$ cat src/rtl/rsdlq_pkg.sv
// ----------------------------------------------------------------------------
// rsdlq_pkg
// Shared types and constants of the rate-shaped drop-tail link queue.
// ----------------------------------------------------------------------------
`timescale 1ns / 1ps
`default_nettype none

package rsdlq_pkg;

  // Queue store geometry
  localparam int QUEUE_DEPTH = 32;
  localparam int IDX_W       = $clog2(QUEUE_DEPTH);
  localparam int CNT_W       = $clog2(QUEUE_DEPTH + 1);

  // Fixed-point formats
  localparam int RATE_FB   = 8;
  localparam int CURSOR_FB = 16;
  localparam int CREDIT_W  = 40;
  localparam int CURSOR_W  = 64;

  // Field widths
  localparam int LEN_W   = 16;
  localparam int TIME_W  = 32;
  localparam int BYTES_W = 24;
  localparam int OCC_W   = 6;
  localparam int RATE_W  = 32;

  // Service-time divider: (left << (RATE_FB + CURSOR_FB)) / rate
  localparam int DIV_N_W   = LEN_W + RATE_FB + CURSOR_FB;
  localparam int DIV_CNT_W = $clog2(DIV_N_W + 1);

  // Result kinds
  localparam logic [1:0] KIND_DEPART = 2'd0;
  localparam logic [1:0] KIND_ACCEPT = 2'd1;
  localparam logic [1:0] KIND_LOSS   = 2'd2;
  localparam logic [1:0] KIND_FULL   = 2'd3;

  // Configuration register indexes
  localparam int CFG_IDX_W = 3;
  localparam logic [CFG_IDX_W-1:0] CFG_SERVICE_RATE   = 3'd0;
  localparam logic [CFG_IDX_W-1:0] CFG_LOSS_THRESHOLD = 3'd1;
  localparam logic [CFG_IDX_W-1:0] CFG_PROP_DELAY     = 3'd2;
  localparam logic [CFG_IDX_W-1:0] CFG_PACKET_LIMIT   = 3'd3;
  localparam logic [CFG_IDX_W-1:0] CFG_BYTE_LIMIT     = 3'd4;

  typedef struct packed {
    logic              command;
    logic [TIME_W-1:0] now_ms;
    logic [LEN_W-1:0]  pkt_length;
    logic [15:0]       random_draw;
  } item_t;

  typedef struct packed {
    logic [1:0]         kind;
    logic [TIME_W-1:0]  release_ms;
    logic [LEN_W-1:0]   length_bytes;
    logic [TIME_W-1:0]  arrival_ms;
    logic [OCC_W-1:0]   occupancy_packets;
    logic [BYTES_W-1:0] occupancy_bytes;
    logic               last_result;
  } result_t;

  typedef struct packed {
    logic [RATE_W-1:0]  service_rate;
    logic [15:0]        loss_threshold;
    logic [15:0]        prop_delay;
    logic [OCC_W-1:0]   packet_limit;
    logic [BYTES_W-1:0] byte_limit;
  } cfg_t;

endpackage

`default_nettype wire

$ cat src/rtl/rsdlq_front.sv
// ----------------------------------------------------------------------------
// rsdlq_front
// Input side: takes items and holds them in a two-entry queue for the engine.
// ----------------------------------------------------------------------------
`timescale 1ns / 1ps
`default_nettype none

module rsdlq_front (
  input  wire logic            clk,
  input  wire logic            rst_n,
  input  wire logic            in_valid,
  output logic                 in_ready,
  input  wire rsdlq_pkg::item_t in_item,
  output logic                 fq_valid,
  input  wire logic            fq_pop,
  output rsdlq_pkg::item_t     fq_item
);
  import rsdlq_pkg::*;

  item_t      slot_r [2];
  logic       wr_ptr_r;
  logic       rd_ptr_r;
  logic [1:0] count_r;
  logic       push;
  logic       pop;

  assign in_ready = (count_r != 2'd2);
  assign fq_valid = (count_r != 2'd0);
  assign fq_item  = slot_r[rd_ptr_r];
  assign push     = in_valid && in_ready;
  assign pop      = fq_pop && fq_valid;

  // Payload slots
  always_ff @(posedge clk) begin
    if (push) begin
      slot_r[wr_ptr_r] <= in_item;
    end
  end

  // Pointers and fill count
  always_ff @(posedge clk) begin
    if (!rst_n) begin
      wr_ptr_r <= 1'b0;
      rd_ptr_r <= 1'b0;
      count_r  <= 2'd0;
    end else begin
      if (push) wr_ptr_r <= ~wr_ptr_r;
      if (pop)  rd_ptr_r <= ~rd_ptr_r;
      if (push && !pop)      count_r <= count_r + 2'd1;
      else if (pop && !push) count_r <= count_r - 2'd1;
    end
  end

endmodule

`default_nettype wire

$ cat config.mk
export PLATFORM = sky130hd
export DESIGN_NAME = rsdlq_front
export DESIGN_NICKNAME = d
export VERILOG_FILES = /design/src/rtl/rsdlq_pkg.sv /design/src/rtl/rsdlq_front.sv
export SDC_FILE = /design/constraint.sdc
export NUM_CORES = 1
export LEC_CHECK = 0
export BUFFER_PORTS_ARGS = -buffer_cell sky130_fd_sc_hd__buf_2
export CAP_MARGIN = 10
export CORE_MARGIN = 2
export CORE_UTILIZATION = 56
export DETAILED_ROUTE_END_ITERATION = 10
export HOLD_SLACK_MARGIN = 0.15
export PLACE_DENSITY_LB_ADDON = 0.2
export SYNTH_ARGS = -nofsm -noshare
export SYNTH_HDL_FRONTEND = slang
export SYNTH_SLANG_ARGS = --single-unit
export TNS_END_PERCENT = 30
$ cat constraint.sdc
create_clock -name clk -period 4.7 [get_ports clk]
set_clock_uncertainty 0.1 [all_clocks]
set_input_delay 0.94 -clock clk [delete_from_list [all_inputs] [get_ports clk]]
set_output_delay 0.94 -clock clk [all_outputs]
set_load 0.01 [all_outputs]
### After elaboration in Yosys (flattened, before gate mapping)

Memory sizes are Yosys's and may differ from the RTL's. A register that Yosys moved wholly into a read port is not among the register bits.
Index checks and enable logic that the tools add are counted.

* flip-flop bits (word level): 4
* bits in latches: 0
* memory bits (writable): 130
* bits in read-only memories: 0
* bits of input ports: 69
* output and inout port bits: 67
* word-level logic and storage cells: 23
* memories: 1

Memories
* slot_r: words 2, width 65, read ports 1, clocked after Yosys merged registers in 1, wr ports 1, line rsdlq_front.sv:20 `item_t slot_r [2];`

* add/subtract/negate cells: 2
* multiply operators: 0
* divide/modulo/power cells: 0
* magnitude comparators: 0
* equality and inequality tests: 1
* shift operators: 0
* multiplexer cells: 6
* bitwise operators: 2
* reduce and logical (&&, ||, !) cells: 8

Operators with widths (count)
* $logic_and A1 B1 Y1: 4
* $mux W1: 4
* $mux W2: 2
* $reduce_bool A2 Y1: 2
* $add A2 B1 Y2 const B: 1
* $logic_not A1 Y1: 2
* $ne A2 B2 Y1 const B: 1
* $not A1 Y1: 2
* $sub A2 B1 Y2 const B: 1

### Depth between registers and ports, before layout

* word-level depth: 6
* mapped depth: 6
* depth with buffers taken out: 6

### Worst setup path before layout

OpenSTA, ideal clock, no wires.

* kind: input port to flip-flop
* from: in in_valid
* to: mem slot_r[1][0] (netlist bit), enable pin
* library setup time: 430 ps
* data arrival time: 2517 ps
* required time: 4170 ps
* slack: 1653 ps
* cell stages on the path: 1
* buffers on the path: 0
* path through: and3_1

* cells in the longest elaborated chain, start to end: 3

RTL lines
* from (decl): line rsdlq_front.sv:11 `input wire logic in_valid,`
* $logic_and A1 B1 Y1: line rsdlq_front.sv:30 `assign push = in_valid && in_ready;`
* $mux W1: line rsdlq_front.sv:35 `if (push) begin`
* $mux W1 (not written as such): line rsdlq_front.sv:36 `slot_r[wr_ptr_r] <= in_item;`
* to (decl): line rsdlq_front.sv:20

No other way between the ends.

==> metrics.txt <==
final setup violating endpoints=0; First DRT Iteration DRCs=121; # diodes=0; Max Cap Viol=0; hpwl dp=5.30 mm; initial antenna violation count=0; first-pass GRT wire length=13.4 mm; Sw Pwr=0.945 mW; status=finished, final reports clean; P_int=2.85 mW; most frequent cells in the layout=135 x buf_2, 130 x edfxtp_1, 65 x mux2_2; Data arrival, critical path=2.18 ns; vias in the first global route=2,674; Peak VDD IR=0.364 mV; total CTS buffers=17; setup bufs post-CTS=0; Worst Setup End Kind=primary output; Global Route Usage Sum=19.0%; Clock Latency Late Sink=0.50 ns; input/output buffers=135; area grow syn2layout=29.6%; most common cell after layout, fill and taps aside=buf_2; # DRC=0; Sw Ratio=24.9%; nets=447; Cell Area, Synth=4930 um2; worst r2r src=count_r[0]; Reg power frac=41.5%; Final Hold Vio Count=0; CP required=3.66 ns; post-synth net total=296; crit-path max FO=25; min Tclk post-route=3.22 ns; WHS Path Cells=2; CTS max path bufs=2; worst hold start=count_r[1]; clock sinks=135; cts hold-fix bufs=0; RSZ-0062 raised after global routing=no; crit start category=flip-flop; Total Wirelength=8.69 mm; Vias/cell=5.14; syn_area_per_cell=21.8 um2; Worst-Margin Slew=0.796 ns; CORE AREA=8640 um2; Rows=34; CTS Root Cell=clkbuf_8; CTS H-tree lvls=4; Max Fclk=310 MHz; Final period util=68.6%; Synth Register Bits=135; Ys Warns=0; DRT Pass-1 Iters=6; die extent in x=97.8 um; WL/cell=17.4 um; grt total ovfl=0; clock slew at reported path FFs=0.06 ns; # fillers=556; Logic pwr share=19.8%; FF-to-FF path depth=3; share of cells above drive strength 1=61.8%; TNS Setup=0 ns; Layout Cells excl Fill=498; Hold Path Class=flip-flop to flip-flop; Initial Util=57.0%; Setup Crit Path Kind=flip-flop to primary output; placed insts=466; R2R Setup Slk=2.39 ns; reg2reg end=slot_r[1][31]; total number of vias=2,562; Syn Inst Count=226; Leak=2.41 nW; Die Span Y=97.8 um; Slew Viols, Final=0; Resized cells post-CTS=0; Clock power frac=38.7%; antenna-violating nets left=0; Ports=136; Pwr Density=595 nW/um2; total power=3.80 mW; Max-slew headroom=47.0%; Seq/Total Area, Yosys=81.3%; Final GP Congestion=0.716; Hold Path End=count_r[1]; CTS tree=done; Synth cell types=20; largest net degree at the start of global routing=35; die area=9560 um2
[power groups by stage]
stage          sequential, mW  clock (mW)  combinational, mW
2_1_floorplan            1.57           0              0.518
3_3_place_gp             1.59           0              0.749
3_5_place_dp             1.60           0              0.756
4_1_cts                  1.58        1.50              0.767
5_1_grt                  1.59        1.54              0.814
6_report                 1.58        1.47              0.752
[state kept, by name, summed over array words and instances (netlist names), named ones only]
register,cells
slot_r,130
count_r,2
rd_ptr_r,1
wr_ptr_r,1
[worst max-delay path by stage]
stage | from | endpoint | slack (ns)
final | flip-flop | fq_item[29] | 1.48
after global routing | flip-flop | fq_item[34] | 1.35
after CTS | flip-flop | fq_item[50] | 1.41
after detailed placement | in_valid | slot_r[1][61] | 1.91
after global placement | in_valid | slot_r[1][8] | 1.92
after floorplan | in_valid | slot_r[1][0] | 1.65
[Yosys cell counts]
cell type  instances  area [um2]
edfxtp_1         130        3900
mux2_2            65         732
buf_4              5        37.5
dfxtp_1            5         100
and2_1             4        25.0
buf_2              2        10.0
xnor2_1            2        17.5
a21bo_2            1        10.0
a21boi_0           1        7.51
a21boi_1           1        7.51
and3_1             1        6.26
ha_1               1        12.5
inv_1              1        3.75
nand2b_4           1        13.8
nand3b_1           1        7.51
o21ai_0            1        5.00
o21ai_1            1        5.00
or2_2              1        6.26
or3_1              1        6.26
xor2_1             1        8.76
[stage by stage]
stage / instance area [um2] / setup WS [ns] / util (%) / hold slack (ns)
3_5_place_dp: 5720 / 1.91 / 66.3 / 0.444
3_3_place_gp: 5720 / 1.92 / 66.3 / 0.435
5_1_grt: 6380 / 1.35 / 73.9 / 0.491
6_report: 6380 / 1.48 / 73.9 / 0.457
2_1_floorplan: 4930 / 1.65 / - / 0.412
4_1_cts: 6380 / 1.41 / 73.9 / 0.458
[layer usage]
metal	global-route usage, %	share of wire, %	vias up
met5	0	0	-
met1	21.7	40	1260
li1	-	-	1203
met2	32.0	53	88
met4	10.0	1.6	0
met3	6.44	5.6	11
[kinds of logic (layout without fill, tap and decap cells)]
family	Yosys count	in the layout	share of synthesized area, %
XOR/XNOR	3	3	0.533
AO/OA/AOI/OAI	5	5	0.711
AND/OR/NAND/NOR	9	9	1.32
flip-flops	135	135	81.3
multiplexers	65	65	14.9
buffers and inverters	8	172	1.04
adder cells (fa/ha/maj)	1	1	0.254
[layout make-up]
type	instances	area, um2	share of cell area, %
clock buffer	18	418	6.55
clock inverter	14	245	3.84
inverter	1	3.75	0.0588
multi-input combinational	83	872	13.7
sequential	135	4010	62.7
tap	108	135	2.12
timing repair buffer	139	706	11.1
[worst max-delay path, stage by stage, from the launching register on]
cell and delay, ns:
dfxtp_2 0.72, buf_4 0.42, mux2_2 0.38, buf_2 0.15
No activity file was read; power rests on OpenSTA's default activity.
